===== config.mk =====
export PLATFORM = sky130hd
export DESIGN_NAME = fpq_back
export DESIGN_NICKNAME = d
export VERILOG_FILES = /design/src/sv/fixed_point_q24_8_alu_defines.svh /design/src/sv/fpq_pkg.sv /design/src/sv/fpq_back.sv
export SDC_FILE = /design/constraint.sdc
export NUM_CORES = 1
export LEC_CHECK = 0
export BUFFER_PORTS_ARGS = -buffer_cell sky130_fd_sc_hd__clkbuf_2
export CAP_MARGIN = 20
export CELL_PAD_IN_SITES_DETAIL_PLACEMENT = 2
export CELL_PAD_IN_SITES_GLOBAL_PLACEMENT = 2
export CORE_ASPECT_RATIO = 1.2
export CORE_MARGIN = 2
export CORE_UTILIZATION = 25
export CTS_BUF_LIST = sky130_fd_sc_hd__clkbuf_4 sky130_fd_sc_hd__clkbuf_8 sky130_fd_sc_hd__clkbuf_16
export DETAILED_ROUTE_END_ITERATION = 10
export MAX_ROUTING_LAYER = met4
export PLACE_DENSITY_LB_ADDON = 0.1
export SLEW_MARGIN = 20
export SYNTH_ARGS = -nofsm -noshare
export SYNTH_HDL_FRONTEND = slang
export SYNTH_SLANG_ARGS = --single-unit

===== constraint.sdc =====
create_clock -name clock -period 8 [get_ports clock]
set_input_delay 1.6 -clock clock [delete_from_list [all_inputs] [get_ports clock]]
set_output_delay 1.6 -clock clock [all_outputs]
set_load 0.03 [all_outputs]

===== src/sv/fixed_point_q24_8_alu_defines.svh =====
// ----------------------------------------------------------------------------
// Fixed-point ALU assertion macros
// Shared concurrent assertion forms for the fixed-point ALU.
// ----------------------------------------------------------------------------
`ifndef FIXED_POINT_Q24_8_ALU_DEFINES_SVH
`define FIXED_POINT_Q24_8_ALU_DEFINES_SVH

// The consequent must hold in the same cycle as the antecedent.
`define FPQ_ASSERT_SAME(label, clk, rst, pre, post) \
   label: assert property (@(posedge clk) disable iff (rst) (pre) |-> (post)) \
      else $error("fixed-point ALU assertion failed");

// The consequent must hold in the cycle after the antecedent.
`define FPQ_ASSERT_NEXT(label, clk, rst, pre, post) \
   label: assert property (@(posedge clk) disable iff (rst) (pre) |=> (post)) \
      else $error("fixed-point ALU assertion failed");

`endif


===== src/sv/fpq_pkg.sv =====
// ----------------------------------------------------------------------------
// Fixed-point ALU package
// Widths, operation codes and the side-band record of the ALU pipeline.
// ----------------------------------------------------------------------------
package fpq_pkg;

   localparam int FRACTION_BITS = 8;
   localparam int DATA_W        = 32;
   localparam int FUNC_W        = 4;

   localparam logic [FUNC_W-1:0] FUNC_ADD      = 4'd0;
   localparam logic [FUNC_W-1:0] FUNC_SUB      = 4'd1;
   localparam logic [FUNC_W-1:0] FUNC_MUL      = 4'd2;
   localparam logic [FUNC_W-1:0] FUNC_DIV      = 4'd3;
   localparam logic [FUNC_W-1:0] FUNC_LT       = 4'd4;
   localparam logic [FUNC_W-1:0] FUNC_GT       = 4'd5;
   localparam logic [FUNC_W-1:0] FUNC_LE       = 4'd6;
   localparam logic [FUNC_W-1:0] FUNC_GE       = 4'd7;
   localparam logic [FUNC_W-1:0] FUNC_EQ       = 4'd8;
   localparam logic [FUNC_W-1:0] FUNC_NE       = 4'd9;
   localparam logic [FUNC_W-1:0] FUNC_MIN      = 4'd10;
   localparam logic [FUNC_W-1:0] FUNC_MAX      = 4'd11;
   localparam logic [FUNC_W-1:0] FUNC_INC      = 4'd12;
   localparam logic [FUNC_W-1:0] FUNC_DEC      = 4'd13;
   localparam logic [FUNC_W-1:0] FUNC_FROM_INT = 4'd14;
   localparam logic [FUNC_W-1:0] FUNC_TO_INT   = 4'd15;

   typedef struct packed {
      logic              valid;
      logic              is_div;
      logic              is_mul;
      logic              neg;
      logic              cmp;
      logic              err;
      logic [DATA_W-1:0] result;
   } side_type;

endpackage


===== src/sv/fpq_back.sv =====
// ----------------------------------------------------------------------------
// Fixed-point ALU back end
// Rounds and signs the quotient, selects the result and drives the outputs.
// ----------------------------------------------------------------------------
module fpq_back #(
   parameter int FRACTION_BITS = fpq_pkg::FRACTION_BITS
) (
   input  logic                                       clock,
   input  logic                                       reset,
   input  fpq_pkg::side_type                          side_i,
   input  logic [fpq_pkg::DATA_W-1:0]                 rem_i,
   input  logic [fpq_pkg::DATA_W+FRACTION_BITS-1:0]   numq_i,
   input  logic [fpq_pkg::DATA_W-1:0]                 d_i,
   output logic                                       strobe_o,
   output logic signed [fpq_pkg::DATA_W-1:0]          result_o,
   output logic                                       cmp_o,
   output logic                                       err_o
);

   localparam int DW = fpq_pkg::DATA_W;

   logic          round_up;
   logic [DW-1:0] q_round, div_res, result_in, result_ff;
   logic          strobe_ff, cmp_ff, err_ff;

   always_comb begin
      round_up = ({rem_i, 1'b0} >= {1'b0, d_i});
      q_round  = numq_i[DW-1:0] + DW'(round_up);
      div_res  = side_i.neg ? (~q_round + 1'b1) : q_round;
      if (side_i.err) begin
         result_in = '0;
      end else if (side_i.is_div) begin
         result_in = div_res;
      end else begin
         result_in = side_i.result;
      end
   end

   always_ff @(posedge clock) begin
      if (reset) begin
         strobe_ff <= 1'b0;
      end else begin
         strobe_ff <= side_i.valid;
      end
   end

   always_ff @(posedge clock) begin
      result_ff <= result_in;
      cmp_ff    <= side_i.cmp;
      err_ff    <= side_i.err;
   end

   assign strobe_o = strobe_ff;
   assign result_o = result_ff;
   assign cmp_o    = cmp_ff;
   assign err_o    = err_ff;

endmodule


==> flow_summary_export.csv <==
group,metric,value,unit
outcome,status,"finished, final reports clean",
detailed_routing,wl,15000,um
synthesis,netlist_area,3790,um^2
setup_path,crit_top_cell,"a21o_1",
final_layout,final_common_cell,"clkbuf_2",
pwr,p_int,452,uW
synthesis,ys_types,62,
detailed_routing,vias_per_cell,5.04,
setup_path,crit_buf_inv,2,
floorplanning,die_y,139,um
sta,setup_slack,1.31,ns
place,place_congestion,0.769,
cts,cts_buffer_depth,2,
setup_path,start_kind,"input port",
pwr,swShare,31.8,%
synthesis,synth_seq_cells,35,
detailed_routing,wl_per_cell,17.3,um
synthesis,yosys.area.top_type,"dfxtp_1",
detailed_routing,wl_met1,5320,um
sta,worst_slew_pin_slew,0.767,ns
sta,rsz0062_at_grt,"false",
sta,timing.final.hold_violations,0,
grt,grt_start_max_net_pins,35,
grt,grt_remaining_overflow,0,
detailed_routing,route.met2.wl,8930,um
sta,max_freq,0.149,GHz
sta,post-route-min-period,6.69,ns
final_layout,area_growth,32.0,%
min_path,worstHoldStart,"side_i[33]",
grt,grt_pass1_vias,4845,
synthesis,yosysTopAreaCellShare,18.5,%
setup_path,worstPathCellList,"clkbuf_2, inv_1, ha_1, a21o_1, a21o_1, a21o_1, a21o_1, a21oi_1, nor3_1, o41ai_1, o211ai_1, ha_1, ha_1, and4_1, a2111oi_0, or3b_1, nand2_1, or3_1, or4b_4, or4_1, a31oi_1",
pwr,p_per_area,132,nW/um^2
setup_path,cp.arrival,6.89,ns
setup_path,crit_fanout,9,
floorplanning,core,14900,um^2
flow_run,maxCapViolations,0,
detailed_routing,firstDrtPassIters,4,
floorplanning,start_util,25.5,%
floorplanning,die_x,116,um
cts,cts_hold_buf,0,
place,numPortBuffers,169,
final_layout,layout-drive-gt1-share,29.4,%
setup_path,crit_path_end_kind,"flip-flop",
pwr,combPwrFrac,32.7,%
final_layout,fin_cells,864,
setup_path,path_class,"input port to flip-flop",
final_layout,final_cell_mix,"clkbuf_2 (169), nand2_1 (43), inv_1 (42)",
final_layout,num_antenna_cells,0,
grt,grt_pass1_wl,24200,um
detailed_routing,drt_iter0_drc,125,
pwr,switchingPower,211,uW
floorplanning,pin_count,179,
sta,drv_slew,0,
detailed_routing,wl_met3,443,um
setup_path,cp_data_required_time,8.19,ns
detailed_routing,topRoutingLayerUsed,"met4",
cts,cts_buffers,5,
grt,antenna_found_initial,0,
synthesis,synthFlopType,"dfxtp_1",
synthesis,yosysWarningCount,0,
synthesis,yosysSeqAreaShare,18.5,%
pwr,clkPwrFrac,38.3,%
setup_path,crit_slowest_cell,"or4b_4",
cts,ctsHtreeMaxLevel,2,
pwr,p_total,663,uW
detailed_routing,ant_nets,0,
place,place_inst,856,
place,dp_hpwl,12800,um
final_layout,utilization,33.6,%
setup_path,cp-startpoint,"d_i[18]",
detailed_routing,drc,0,
pwr,p_leak,0.00240,uW
sta,tns,0,ns
setup_path,critPathMaxStageDelay,0.55,ns
cts,cts_sinks,35,
synthesis,syn_inst,502,
pwr,ir_drop,0.0805,mV
synthesis,synth_edf_count,0,
synthesis,synth_fp_nets,680,
final_layout,final_nets,837,
floorplanning,std_cell_rows,49,
sta,slew_headroom,48.9,%
sta,setup_viol,0,
cts,cts-root-buf,"clkbuf_16",
cts,cts_resized,0,
setup_path,crit_family,"simple AND/OR/NAND/NOR gates",
cts,path_clk_slew,0.06,ns
synthesis,synth.area.top_cells,"dfxtp_1 (18%), ha_1 (11%), xnor2_1 (8.1%)",
synthesis,syn_area_per_cell,7.56,um^2
detailed_routing,num_vias,4355,
place,dpl_worst_slack,0.977,ns
cts,post_cts_buffers,0,
grt,grtUsageTotal,19.3,%
pwr,seqPwrFrac,29.0,%
sta,fin_crit_sh,83.7,%
min_path,hp-class,"input port to flip-flop",
cts,cts_tree,"yes",
floorplanning,dieArea,16200,um^2
synthesis,synthArstFlopShare,0,%
[cell type report]
cell class	instances	area [um^2]
Clock inverter	3	67.6
Clock buffer	5	125
Inverter	43	161
Timing Repair Buffer	172	868
Tap cell	204	255
Multi-Input combinational cell	402	2830
Fill cell	1849	9890
Sequential cell	35	701
[flip-flops by register name, indices dropped and copies added (netlist names)]
name and count:
cmp_o 1, strobe_o 1, err_o 1, result_o 32
[per-stage QoR]
stage | area, um^2 | hold slack, ns
2_1_floorplan | 3790 | 1.63
3_3_place_gp | 4820 | 1.70
3_5_place_dp | 4820 | 1.71
4_1_cts | 5010 | 1.42
5_1_grt | 5010 | 1.42
6_report | 5010 | 1.42
[logic make-up (layout without fill, tap and decap cells)]
group                    after synthesis  after routing  share of synthesized area, %
XOR/XNOR                              47             47                          10.8
AO/OA/AOI/OAI                        100            100                          18.2
buffers and inverters                 65            223                          6.92
adder cells (fa/ha/maj)               34             34                          11.2
flip-flops                            35             35                          18.5
AND/OR/NAND/NOR                      201            201                          29.0
multiplexers                          20             20                          5.28
[power by group through the flow]
stage | Combinational (uW) | Clock (uW) | Sequential [uW]
after floorplan | 103 | 0 | 224
after global placement | 212 | 0 | 196
after detailed placement | 220 | 0 | 196
after CTS | 222 | 259 | 193
after global routing | 242 | 267 | 194
final | 217 | 254 | 193
[routing by layer]
layer / vias up / global-route usage [%]
met5: - / -
met4: 0 / 3.88
met3: 12 / 1.49
met2: 107 / 40.3
met1: 2105 / 18.4
li1: 2131 / -
[final timing paths]
check,depth (start not counted),end
setup / recovery,21,result_o[30]
hold / removal,1,cmp_o
[Yosys cell counts (12+ instances only)]
cell type	count
o21ai_0	13
nand4_1	20
a21oi_1	17
ha_1	34
clkbuf_1	16
inv_1	42
dfxtp_1	35
nor2_1	39
xnor2_1	35
and3_1	15
mux2i_1	20
nand2_1	43
xor2_1	12
nand3_1	20
Note: power is estimated with default switching activity, not from simulation.
