$ cat src/sv/fixed_point_q24_8_alu_defines.svh
// ----------------------------------------------------------------------------
// Fixed-point ALU assertion macros
// Shared concurrent assertion forms for the fixed-point ALU.
// ----------------------------------------------------------------------------
`ifndef FIXED_POINT_Q24_8_ALU_DEFINES_SVH
`define FIXED_POINT_Q24_8_ALU_DEFINES_SVH

// The consequent must hold in the same cycle as the antecedent.
`define FPQ_ASSERT_SAME(label, clk, rst, pre, post) \
   label: assert property (@(posedge clk) disable iff (rst) (pre) |-> (post)) \
      else $error("fixed-point ALU assertion failed");

// The consequent must hold in the cycle after the antecedent.
`define FPQ_ASSERT_NEXT(label, clk, rst, pre, post) \
   label: assert property (@(posedge clk) disable iff (rst) (pre) |=> (post)) \
      else $error("fixed-point ALU assertion failed");

`endif

$ cat src/sv/fpq_pkg.sv
// ----------------------------------------------------------------------------
// Fixed-point ALU package
// Widths, operation codes and the side-band record of the ALU pipeline.
// ----------------------------------------------------------------------------
package fpq_pkg;

   localparam int FRACTION_BITS = 8;
   localparam int DATA_W        = 32;
   localparam int FUNC_W        = 4;

   localparam logic [FUNC_W-1:0] FUNC_ADD      = 4'd0;
   localparam logic [FUNC_W-1:0] FUNC_SUB      = 4'd1;
   localparam logic [FUNC_W-1:0] FUNC_MUL      = 4'd2;
   localparam logic [FUNC_W-1:0] FUNC_DIV      = 4'd3;
   localparam logic [FUNC_W-1:0] FUNC_LT       = 4'd4;
   localparam logic [FUNC_W-1:0] FUNC_GT       = 4'd5;
   localparam logic [FUNC_W-1:0] FUNC_LE       = 4'd6;
   localparam logic [FUNC_W-1:0] FUNC_GE       = 4'd7;
   localparam logic [FUNC_W-1:0] FUNC_EQ       = 4'd8;
   localparam logic [FUNC_W-1:0] FUNC_NE       = 4'd9;
   localparam logic [FUNC_W-1:0] FUNC_MIN      = 4'd10;
   localparam logic [FUNC_W-1:0] FUNC_MAX      = 4'd11;
   localparam logic [FUNC_W-1:0] FUNC_INC      = 4'd12;
   localparam logic [FUNC_W-1:0] FUNC_DEC      = 4'd13;
   localparam logic [FUNC_W-1:0] FUNC_FROM_INT = 4'd14;
   localparam logic [FUNC_W-1:0] FUNC_TO_INT   = 4'd15;

   typedef struct packed {
      logic              valid;
      logic              is_div;
      logic              is_mul;
      logic              neg;
      logic              cmp;
      logic              err;
      logic [DATA_W-1:0] result;
   } side_type;

endpackage

$ cat src/sv/fpq_div_stage.sv
// ----------------------------------------------------------------------------
// Fixed-point ALU divider stage
// One restoring division step: produces one quotient bit per stage.
// ----------------------------------------------------------------------------
module fpq_div_stage #(
   parameter int FRACTION_BITS = fpq_pkg::FRACTION_BITS
) (
   input  logic                                       clock,
   input  logic                                       reset,
   input  fpq_pkg::side_type                          side_i,
   input  logic [fpq_pkg::DATA_W-1:0]                 rem_i,
   input  logic [fpq_pkg::DATA_W+FRACTION_BITS-1:0]   numq_i,
   input  logic [fpq_pkg::DATA_W-1:0]                 d_i,
   output fpq_pkg::side_type                          side_o,
   output logic [fpq_pkg::DATA_W-1:0]                 rem_o,
   output logic [fpq_pkg::DATA_W+FRACTION_BITS-1:0]   numq_o,
   output logic [fpq_pkg::DATA_W-1:0]                 d_o
);

   localparam int DW    = fpq_pkg::DATA_W;
   localparam int NUM_W = DW + FRACTION_BITS;

   fpq_pkg::side_type side_ff;
   logic [DW:0]       trial, diff;
   logic              ge;
   logic [DW-1:0]     rem_in, rem_ff, d_ff;
   logic [NUM_W-1:0]  numq_in, numq_ff;

   always_comb begin
      trial   = {rem_i, numq_i[NUM_W-1]};
      ge      = (trial >= {1'b0, d_i});
      diff    = trial - {1'b0, d_i};
      rem_in  = ge ? diff[DW-1:0] : trial[DW-1:0];
      numq_in = {numq_i[NUM_W-2:0], ge};
   end

   always_ff @(posedge clock) begin
      if (reset) begin
         side_ff.valid <= 1'b0;
      end else begin
         side_ff.valid <= side_i.valid;
      end
      side_ff.is_div <= side_i.is_div;
      side_ff.is_mul <= side_i.is_mul;
      side_ff.neg    <= side_i.neg;
      side_ff.cmp    <= side_i.cmp;
      side_ff.err    <= side_i.err;
      side_ff.result <= side_i.result;
      rem_ff         <= rem_in;
      numq_ff        <= numq_in;
      d_ff           <= d_i;
   end

   assign side_o = side_ff;
   assign rem_o  = rem_ff;
   assign numq_o = numq_ff;
   assign d_o    = d_ff;

endmodule

$ cat config.mk
export PLATFORM = sky130hd
export DESIGN_NAME = fpq_div_stage
export DESIGN_NICKNAME = d
export VERILOG_FILES = /design/src/sv/fixed_point_q24_8_alu_defines.svh /design/src/sv/fpq_pkg.sv /design/src/sv/fpq_div_stage.sv
export SDC_FILE = /design/constraint.sdc
export NUM_CORES = 1
export LEC_CHECK = 0
export ABC_CLOCK_PERIOD_IN_PS = 3200
export BUFFER_PORTS_ARGS = -buffer_cell sky130_fd_sc_hd__buf_2
export CORE_MARGIN = 5
export CORE_UTILIZATION = 35
export DETAILED_ROUTE_END_ITERATION = 8
export PLACE_DENSITY = 0.66
export SETUP_SLACK_MARGIN = 0.5
export SLEW_MARGIN = 5
export SYNTH_ARGS = -nofsm -noshare
export SYNTH_HDL_FRONTEND = slang
export SYNTH_SLANG_ARGS = --single-unit
$ cat constraint.sdc
create_clock -name clock -period 3.2 [get_ports clock]
set_input_delay 0.32 -clock clock [delete_from_list [all_inputs] [get_ports clock]]
set_output_delay 0.32 -clock clock [all_outputs]
set_load 0.01 [all_outputs]
==> results by group <==
Cells and area
  – Ant diodes: 0
  – Layout filler cell count: 1184
  – Syn-to-layout area delta: 71.98%
  – Fin util: between 60% and 70%
  – Fin area: about 8700 um^2
  – Commonest cells after routing, fill and taps aside: buf_2, dfxtp_1, dlygate4sd3_1, a21oi_1, buf_4
  – Final nets: 1076
  – Commonest non-fill, non-tap cell in the layout: buf_2
  – Share of layout cells above drive strength 1: 43.75%

Synthesis
  – Post-synth EDFFs: 0
  – Post-Syn Instances: between 400 and 500
  – Synth Flop Type: dfxtp_1
  – Ys async rst share: 0%
  – Avg Cell Area, Syn: 10.37 um^2
  – Top post-synthesis cells by area: dfxtp_1, ha_1, a21oi_1
  – Synth Warn #: 0
  – Synth Net Count: 665
  – Register bit total from synthesis: between 100 and 150
  – Cell taking the most area after synthesis: dfxtp_1
  – Sequential area share after synthesis: a little under three fifths
  – Yosys top cell area share: around 56%
  – Cell Area, Synth: 5059 um^2
  – Distinct cell type count after synthesis: between 40 and 50

Critical path
  – Crit Path Class: in2reg
  – CP top delay family: compound AO/OA/AOI/OAI gates
  – Critical path startpoint: rem_i[4]
  – Worst endpoint required time: around 3500 ps
  – Levels on crit path: 11
  – Worst path slowest cell: or4_4
  – Max incr delay on CP: approximately 550 ps
  – Critical Path Sink: rem_o[13]
  – Worst-path maximum fanout: 6
  – Crit end category: flip-flop
  – CP cell instances: buf_2 > ha_4 > nand4_1 > or4_4 > a21oi_4 > nor3_4 > a211oi_2 > o21ai_2 > o31ai_4 > clkbuf_16 > mux2_4
  – Critical Path Start Type: input pin
  – WP buf/inv: 2
  – Arr. time, crit path: roughly 3000 ps

Die
  – Die area: approximately 17000 um^2
  – Die Width: 130.2 um
  – Row cnt: 44
  – IO Pins: around 290
  – Vert. Die Dim: between 100 and 150 um
  – Initial Util: a little over a third
  – Core ar.: ~14000 um^2

Place
  – Dpl cell area: just under 7000 um^2
  – Gpl congestion: around 0.84
  – Post-place setup slack: roughly 90 ps
  – PortBufs: approximately 290
  – DP HPWL: about 13 mm

STA
  – Post-route minimum period: between 2000 and 3000 ps
  – Worst Tran Pin Value: 517.5 ps
  – Setup violations, final: 0
  – Slew headroom: 65.34%
  – Share of the clock period used by the worst path: 82.53%
  – Final hold vios: 0
  – Max Clk Rate: 0.3787 GHz
  – Unrepaired setup endpoints after global routing: no
  – Final WS setup: between 500 and 600 ps
  – Slew Limit Fails: 0
  – Fin Setup TNS: 0 ps

Global route
  – GRT Util Overall: about a fifth
  – Total gr overflow: 0
  – First-pass GRT wire length: between 20 and 30 mm
  – Initial antenna violation count: 0
  – Largest net degree at the start of global routing: 29
  – Vias in the first global route: 4978

Route
  – Initial drt markers: 140
  – Met2 wire len: between 9 and 10 mm
  – Final ANT Viol Nets: 0
  – Post-DR wirelength/cell: approximately 17 um
  – Drt via density: 4.578
  – Drt total wl: 18.18 mm
  – First-pass DRT Iterations: 4
  – Metal3 WL: ~1.5 mm
  – DRC: 0
  – Wl on met1: 7.085 mm
  – Top Layer Used: met4
  – Total number of vias: approximately 5000

Clock network
  – CTS root buffer: clkbuf_16
  – CTS tree: yes
  – CTS Sinks: 142
  – Worst-path clk slew: 70 ps
  – H-tree levels: 4
  – Num CTS Buffers: 17
  – Clock Path Buffers: 2

Power and ir drop
  – Power per cell area: approximately 570 nW/um^2
  – Leakage power: 4.252 nW
  – Worst vdd ir: between 0.3 and 0.4 mV

Hold path
  – Hold Path Cell Cnt: 1
  – Hold WC Path Type: in2reg

Run
  – Max_cap viols: 0

Outcome
  – Outcome: finished, final reports clean
-- sequential cells by signal, indices dropped and copies added, names as in the netlist --
signal	cells
rem_o	32
side_o	38
d_o	32
numq_o	40
-- cell usage after synthesis (all sizes together) (3+ instances only) --
library cell and number:
dfxtp 142, a21oi 56, inv 38, nor2 35
ha 32, nand2 26, o21ai 18, xnor2 15
a21o 12, xor2 12, buf 11, mux2 10
nand3 8, nand4 8, clkbuf 7, o21a 6
a31oi 5, a211oi 4, nor2b 4, nor4 4
o211ai 4, nand2b 3, o21bai 3
-- logic make-up after synthesis --
kind of cell	Yosys count	synth area share (%)
muxes	11	2.424
DFF	142	56.20
buffers and inverters	56	4.600
and+or+nand+nor	100	9.325
AOI/OAI and AO/OA	119	14.47
xor gates and xnor gates	27	4.675
adders and majority gates	33	8.311
-- metrics by stage --
stage               hold slack [ps]  cells  power (W)
finish                        11.81   1096   0.004955
global route                 -2.644   1096   0.005192
CTS                          0.1251   1068   0.004901
detailed placement            423.6    957   0.002916
global placement              422.2    957   0.002911
floorplan                     347.7    488   0.002527
-- repair_timing --
item	CTS	global route
hold buffers	79	7
endpoints found under the hold margin	79	7
setup buffers	0	18
setup endpoints to repair	0	11
gates resized for setup	0	25
-- worst min path at each step --
stage,endpoint,start,slack [ps]
2_1_floorplan,d_o[0],d_i[0],350
3_3_place_gp,numq_o[36],numq_i[35],420
3_5_place_dp,numq_o[19],numq_i[18],420
4_1_cts,numq_o[34],numq_i[33],0.1
5_1_grt,numq_o[16],numq_i[15],-3
6_report,numq_o[16],numq_i[15],10
-- where the power goes --
| part | leakage, nW | total [W] | switching (W) | internal, W |
|---|---|---|---|---|
| clock | 0.283 | 0.00191 | 0.000859 | 0.00105 |
| combinational | 2.77 | 0.00107 | 0.000534 | 0.000540 |
| sequential | 1.20 | 0.00197 | 0.0000381 | 0.00193 |
| total | 4.25 | 0.00496 | 0.00143 | 0.00353 |
-- cell type report --
cell class	count	area (um^2)	area share, %
sequential	142	2843	32.68
timing repair buffer	410	2694	30.97
multi-input combinational	290	2195	25.23
clock buffer	18	439.2	5.048
tap	184	230.2	2.646
inverter	38	155.1	1.783
clock inverter	14	143.9	1.654
-- per-layer routing --
layer  up-vias  GRT usage, %
met1      2301         21.60
met4         0         6.296
met3        22         6.631
met5         -             0
met2       189         34.25
li1       2506             -
(Power assumes the default switching activity.)
