### src/sv/fixed_point_q24_8_alu_defines.svh
// ----------------------------------------------------------------------------
// Fixed-point ALU assertion macros
// Shared concurrent assertion forms for the fixed-point ALU.
// ----------------------------------------------------------------------------
`ifndef FIXED_POINT_Q24_8_ALU_DEFINES_SVH
`define FIXED_POINT_Q24_8_ALU_DEFINES_SVH

// The consequent must hold in the same cycle as the antecedent.
`define FPQ_ASSERT_SAME(label, clk, rst, pre, post) \
   label: assert property (@(posedge clk) disable iff (rst) (pre) |-> (post)) \
      else $error("fixed-point ALU assertion failed");

// The consequent must hold in the cycle after the antecedent.
`define FPQ_ASSERT_NEXT(label, clk, rst, pre, post) \
   label: assert property (@(posedge clk) disable iff (rst) (pre) |=> (post)) \
      else $error("fixed-point ALU assertion failed");

`endif

### src/sv/fpq_pkg.sv
// ----------------------------------------------------------------------------
// Fixed-point ALU package
// Widths, operation codes and the side-band record of the ALU pipeline.
// ----------------------------------------------------------------------------
package fpq_pkg;

   localparam int FRACTION_BITS = 8;
   localparam int DATA_W        = 32;
   localparam int FUNC_W        = 4;

   localparam logic [FUNC_W-1:0] FUNC_ADD      = 4'd0;
   localparam logic [FUNC_W-1:0] FUNC_SUB      = 4'd1;
   localparam logic [FUNC_W-1:0] FUNC_MUL      = 4'd2;
   localparam logic [FUNC_W-1:0] FUNC_DIV      = 4'd3;
   localparam logic [FUNC_W-1:0] FUNC_LT       = 4'd4;
   localparam logic [FUNC_W-1:0] FUNC_GT       = 4'd5;
   localparam logic [FUNC_W-1:0] FUNC_LE       = 4'd6;
   localparam logic [FUNC_W-1:0] FUNC_GE       = 4'd7;
   localparam logic [FUNC_W-1:0] FUNC_EQ       = 4'd8;
   localparam logic [FUNC_W-1:0] FUNC_NE       = 4'd9;
   localparam logic [FUNC_W-1:0] FUNC_MIN      = 4'd10;
   localparam logic [FUNC_W-1:0] FUNC_MAX      = 4'd11;
   localparam logic [FUNC_W-1:0] FUNC_INC      = 4'd12;
   localparam logic [FUNC_W-1:0] FUNC_DEC      = 4'd13;
   localparam logic [FUNC_W-1:0] FUNC_FROM_INT = 4'd14;
   localparam logic [FUNC_W-1:0] FUNC_TO_INT   = 4'd15;

   typedef struct packed {
      logic              valid;
      logic              is_div;
      logic              is_mul;
      logic              neg;
      logic              cmp;
      logic              err;
      logic [DATA_W-1:0] result;
   } side_type;

endpackage

### src/sv/fpq_front.sv
// ----------------------------------------------------------------------------
// Fixed-point ALU front end
// Two stages: operation decode, simple results, the full product and divider
// operand setup, then product scaling.
// ----------------------------------------------------------------------------
module fpq_front #(
   parameter int FRACTION_BITS = fpq_pkg::FRACTION_BITS
) (
   input  logic                                       clock,
   input  logic                                       reset,
   input  logic                                       in_valid,
   input  logic        [fpq_pkg::FUNC_W-1:0]          in_func,
   input  logic signed [fpq_pkg::DATA_W-1:0]          in_a,
   input  logic signed [fpq_pkg::DATA_W-1:0]          in_b,
   output fpq_pkg::side_type                          side_o,
   output logic [fpq_pkg::DATA_W+FRACTION_BITS-1:0]   numq_o,
   output logic [fpq_pkg::DATA_W-1:0]                 d_o
);

   localparam int DW    = fpq_pkg::DATA_W;
   localparam int NUM_W = DW + FRACTION_BITS;
   localparam int PW    = 2 * DW;

   fpq_pkg::side_type       side_a_in, side_a_ff, side_b_in, side_b_ff;
   logic signed [PW-1:0]    prod_in, prod_ff;
   logic [NUM_W-1:0]        numq_a_in, numq_a_ff, numq_b_ff;
   logic [DW-1:0]           d_a_in, d_a_ff, d_b_ff;
   logic [DW-1:0]           abs_a;
   logic                    to_int_round, mul_round;
   logic [DW-1:0]           mul_res;

   always_comb begin
      abs_a        = in_a[DW-1] ? (~in_a + 1'b1) : in_a;
      to_int_round = in_a[DW-1] && (|in_a[FRACTION_BITS-1:0]);
      prod_in      = in_a * in_b;
      numq_a_in    = {abs_a, {FRACTION_BITS{1'b0}}};
      d_a_in       = in_b[DW-1] ? (~in_b + 1'b1) : in_b;

      side_a_in        = '0;
      side_a_in.valid  = in_valid;
      side_a_in.is_div = (in_func == fpq_pkg::FUNC_DIV);
      side_a_in.is_mul = (in_func == fpq_pkg::FUNC_MUL);
      side_a_in.neg    = in_a[DW-1] ^ in_b[DW-1];
      side_a_in.err    = (in_func == fpq_pkg::FUNC_DIV) && (in_b == '0);

      case (in_func)
         fpq_pkg::FUNC_ADD: side_a_in.result = in_a + in_b;
         fpq_pkg::FUNC_SUB: side_a_in.result = in_a - in_b;
         fpq_pkg::FUNC_LT: side_a_in.cmp = (in_a < in_b);
         fpq_pkg::FUNC_GT: side_a_in.cmp = (in_a > in_b);
         fpq_pkg::FUNC_LE: side_a_in.cmp = (in_a <= in_b);
         fpq_pkg::FUNC_GE: side_a_in.cmp = (in_a >= in_b);
         fpq_pkg::FUNC_EQ: side_a_in.cmp = (in_a == in_b);
         fpq_pkg::FUNC_NE: side_a_in.cmp = (in_a != in_b);
         fpq_pkg::FUNC_MIN: side_a_in.result = (in_a < in_b) ? in_a : in_b;
         fpq_pkg::FUNC_MAX: side_a_in.result = (in_a > in_b) ? in_a : in_b;
         fpq_pkg::FUNC_INC: side_a_in.result = in_a + 32'sd1;
         fpq_pkg::FUNC_DEC: side_a_in.result = in_a - 32'sd1;
         fpq_pkg::FUNC_FROM_INT: side_a_in.result = in_a << FRACTION_BITS;
         fpq_pkg::FUNC_TO_INT:
            side_a_in.result = DW'(in_a >>> FRACTION_BITS) + DW'(to_int_round);
         default: side_a_in.result = '0;
      endcase

      if (side_a_in.cmp) begin
         side_a_in.result = DW'(1);
      end
   end

   always_ff @(posedge clock) begin
      if (reset) begin
         side_a_ff.valid <= 1'b0;
      end else begin
         side_a_ff.valid <= side_a_in.valid;
      end
      side_a_ff.is_div <= side_a_in.is_div;
      side_a_ff.is_mul <= side_a_in.is_mul;
      side_a_ff.neg    <= side_a_in.neg;
      side_a_ff.cmp    <= side_a_in.cmp;
      side_a_ff.err    <= side_a_in.err;
      side_a_ff.result <= side_a_in.result;
      prod_ff          <= prod_in;
      numq_a_ff        <= numq_a_in;
      d_a_ff           <= d_a_in;
   end

   always_comb begin
      mul_round = prod_ff[PW-1] && (|prod_ff[FRACTION_BITS-1:0]);
      mul_res   = prod_ff[FRACTION_BITS +: DW] + DW'(mul_round);
      side_b_in = side_a_ff;
      if (side_a_ff.is_mul) begin
         side_b_in.result = mul_res;
      end
   end

   always_ff @(posedge clock) begin
      if (reset) begin
         side_b_ff.valid <= 1'b0;
      end else begin
         side_b_ff.valid <= side_b_in.valid;
      end
      side_b_ff.is_div <= side_b_in.is_div;
      side_b_ff.is_mul <= side_b_in.is_mul;
      side_b_ff.neg    <= side_b_in.neg;
      side_b_ff.cmp    <= side_b_in.cmp;
      side_b_ff.err    <= side_b_in.err;
      side_b_ff.result <= side_b_in.result;
      numq_b_ff        <= numq_a_ff;
      d_b_ff           <= d_a_ff;
   end

   assign side_o = side_b_ff;
   assign numq_o = numq_b_ff;
   assign d_o    = d_b_ff;

endmodule

### config.mk
export PLATFORM = sky130hd
export DESIGN_NAME = fpq_front
export DESIGN_NICKNAME = d
export VERILOG_FILES = /design/src/sv/fixed_point_q24_8_alu_defines.svh /design/src/sv/fpq_pkg.sv /design/src/sv/fpq_front.sv
export SDC_FILE = /design/constraint.sdc
export NUM_CORES = 2
export LEC_CHECK = 0
export BUFFER_PORTS_ARGS = -buffer_cell sky130_fd_sc_hd__buf_2
export CORE_MARGIN = 2
export CORE_UTILIZATION = 60
export CTS_CLUSTER_DIAMETER = 200
export DETAILED_ROUTE_END_ITERATION = 16
export PLACE_DENSITY_LB_ADDON = 0.2
export SYNTH_ARGS = -nofsm -noshare
export SYNTH_HDL_FRONTEND = slang
export SYNTH_SLANG_ARGS = --single-unit
### constraint.sdc
create_clock -name clock -period 10.3 [get_ports clock]
set_input_delay 0 -clock clock [delete_from_list [all_inputs] [get_ports clock]]
set_output_delay 0 -clock clock [all_outputs]
set_load 0.005 [all_outputs]
==> results.sh <==
export IMPL_fill_cells=6643
export IMPL_cts_htree_levels=1
export IMPL_post_route_util_pct=64.5
export IMPL_fp_dieW_um=287
export IMPL_synth_ff_type="dfxtp_1"
export IMPL_slew_viol_final=0
export IMPL_cp_max_fo=27
export IMPL_cts_tree="yes"
export IMPL_hpwl_um=119000
export IMPL_slew_limit_headroom_pct=24.8
export IMPL_ant_nets=0
export IMPL_worst_slew_pin_slew_ps=1130
export IMPL_pin_count=181
export IMPL_clk_pin_slew_worst_paths_ps=70
export IMPL_firstDrtPassIters=8
export IMPL_hold_viol=0
export IMPL_period_share_pct=80.4
export IMPL_drive_gt1_share_pct=6.79
export IMPL_start_kind="input pin"
export IMPL_path_class="input pin to flop"
export IMPL_end_kind="flop"
export IMPL_n_antenna_cell=0
export IMPL_synth_most_common_cell="inv_1"
export IMPL_skew_ps=15.9
export IMPL_setup_viol=0
export IMPL_seqCellArea_mm2=0.00491
export IMPL_required_ps=10780
export IMPL_syn_to_final_growth_pct=6.11
export IMPL_yosysTopAreaCellShare_pct=45.0
export IMPL_finalSetupTns_ps=0
export IMPL_clkLatencyLatePin_ps=620
export IMPL_coreArea_mm2=0.0793
export IMPL_avgViaCountPerCell=5.88
export IMPL_drc=0
export IMPL_ys_warn_count=0
export IMPL_hold_class="input pin to flop"
export IMPL_start_util_pct=60.8
export IMPL_yosys_top_cells_count="inv_1, fa_1, nand2_1"
export IMPL_die_y_um=287
export IMPL_grt_pass1_wl_um=237000
export IMPL_status="finished, final reports clean"
export IMPL_gp_congestion=1.04
export IMPL_yosysTopAreaCell="fa_1"
export IMPL_wl_per_cell_um=24.3
export IMPL_synth_seq_cells=245
export IMPL_drtIter0Drc=3059
export IMPL_yosysSeqAreaShare_pct=10.2
export IMPL_antenna_found_initial=7
export IMPL_port_buffers=172
export IMPL_grt_pass1_vias=39700
export IMPL_drv_cap=0
export IMPL_synth_area_top_cells="fa_1, dfxtp_1, inv_1"
export IMPL_grt_setup_unrepaired="false"
export IMPL_synthesis_instances=5255
export IMPL_multi_input_area_mm2=0.0379
export IMPL_synth_edf_count=0
export IMPL_dieArea_mm2=0.0826
export IMPL_syn_area_mm2=0.0482
export IMPL_cts_sinks=245
export IMPL_numCtsBuffers=29
export IMPL_fmax_ghz=0.121
export IMPL_finalWirelength_um=154000
export IMPL_fp_row_count=103
export IMPL_vias=37300
export IMPL_clockRootBuffer="clkbuf_16"
export IMPL_nets=6707
export IMPL_post_cts_resized=0
export IMPL_gr_total_overflow=0
export IMPL_async_reset_ff_share_pct=0
export IMPL_critPathArrivalTime_ps=8760
export IMPL_avgSynthCellArea_um2=9.17
export IMPL_min_period_ps=8280
export IMPL_grt_max_degree=43
export IMPL_ys_types=102
export IMPL_grt_usage_pct=38.7
export IMPL_clk_path_buf_depth=3
## cells in the final DEF, fill, tap and decap left out, types with 134 or more instances in the layout
cell / count
inv_1: 1118
fa_1: 1084
nand2_1: 663
and2_1: 348
ha_1: 285
dfxtp_1: 244
nor2_1: 227
xnor2_1: 173
buf_2: 172
a21oi_1: 134
## critical path, stage by stage
cell and delay (ps):
dlygate4sd3_1 520, buf_2 500, clkinv_1 500, nor2_1 260
fa_1 510, inv_1 170, fa_1 480, inv_1 200
fa_1 490, fa_1 850, inv_1 400, fa_1 610
inv_1 70, fa_1 540, inv_1 60, fa_1 450
fa_1 510, inv_1 40, ha_1 280, nand4_1 120
nor4_1 430, nand3_1 220, nor4_1 230, a311o_1 220
xnor2_1 60
## flip-flops by register name, summed over array words and instances (netlist names)
register / cells
prod_ff: 41
numq_a_ff: 32
d_o: 32
side_o: 38
numq_o: 32
side_a_ff: 38
d_a_ff: 32
## layout make-up
| type | count | share of cell area [%] |
|---|---|---|
| inverters | 1127 | 8.27 |
| repair buffers | 283 | 3.49 |
| multi-input cells | 3581 | 74.1 |
| clock inverters | 18 | 0.462 |
| clock buffers | 34 | 1.51 |
| flip-flops and latches | 245 | 9.60 |
| well taps | 1050 | 2.57 |
## cell families after synthesis
family	after synthesis	synth area share [%]
AO/OA/AOI/OAI	487	7.05
AND/OR/NAND/NOR	1477	14.6
buffers and inverters	1436	11.3
adder cells (fa/ha/maj)	1369	52.4
XOR/XNOR	233	4.24
multiplexers	7	0.169
flip-flops	245	10.2
other	1	0.00778
## per-stage QoR
stage          worst slack, ps  cell area, µm²  instances  hold slack (ps)
6_report                  2020           51100       6338             32.7
5_1_grt                   1390           51100       6338             32.4
4_1_cts                   1960           51100       6338             10.4
3_5_place_dp              1880           49800       6255              177
3_3_place_gp              2070           49800       6255              174
2_1_floorplan             2890           48200       5262             27.7
## layer usage
layer	global-route usage (%)	routed length, µm	share of wire, %
met1	48.5	55700	36
met2	61.6	70400	46
met3	8.89	16100	10
met4	22.6	11600	7.5
met5	0.116	46	0.030
## path summary, 6_finish.rpt
kind	startpoint	to	slack, ps	cells past startpoint
max	in_a[31]	prod_ff[63]	2020	25
min	in_b[21]	d_a_ff[21]	30	3
min reg2reg	side_a_ff[33]	side_o[33]	310	0
max reg2reg	prod_ff[63]	side_o[30]	6640	10
## repair_timing
item	CTS	global route
setup buffers	0	0
hold buffers	31	0
endpoints found under the hold margin	34	0
Power is left out: the tool's default activity adds up to more than one toggle a clock period on the data nets, which glitch-free logic cannot reach.
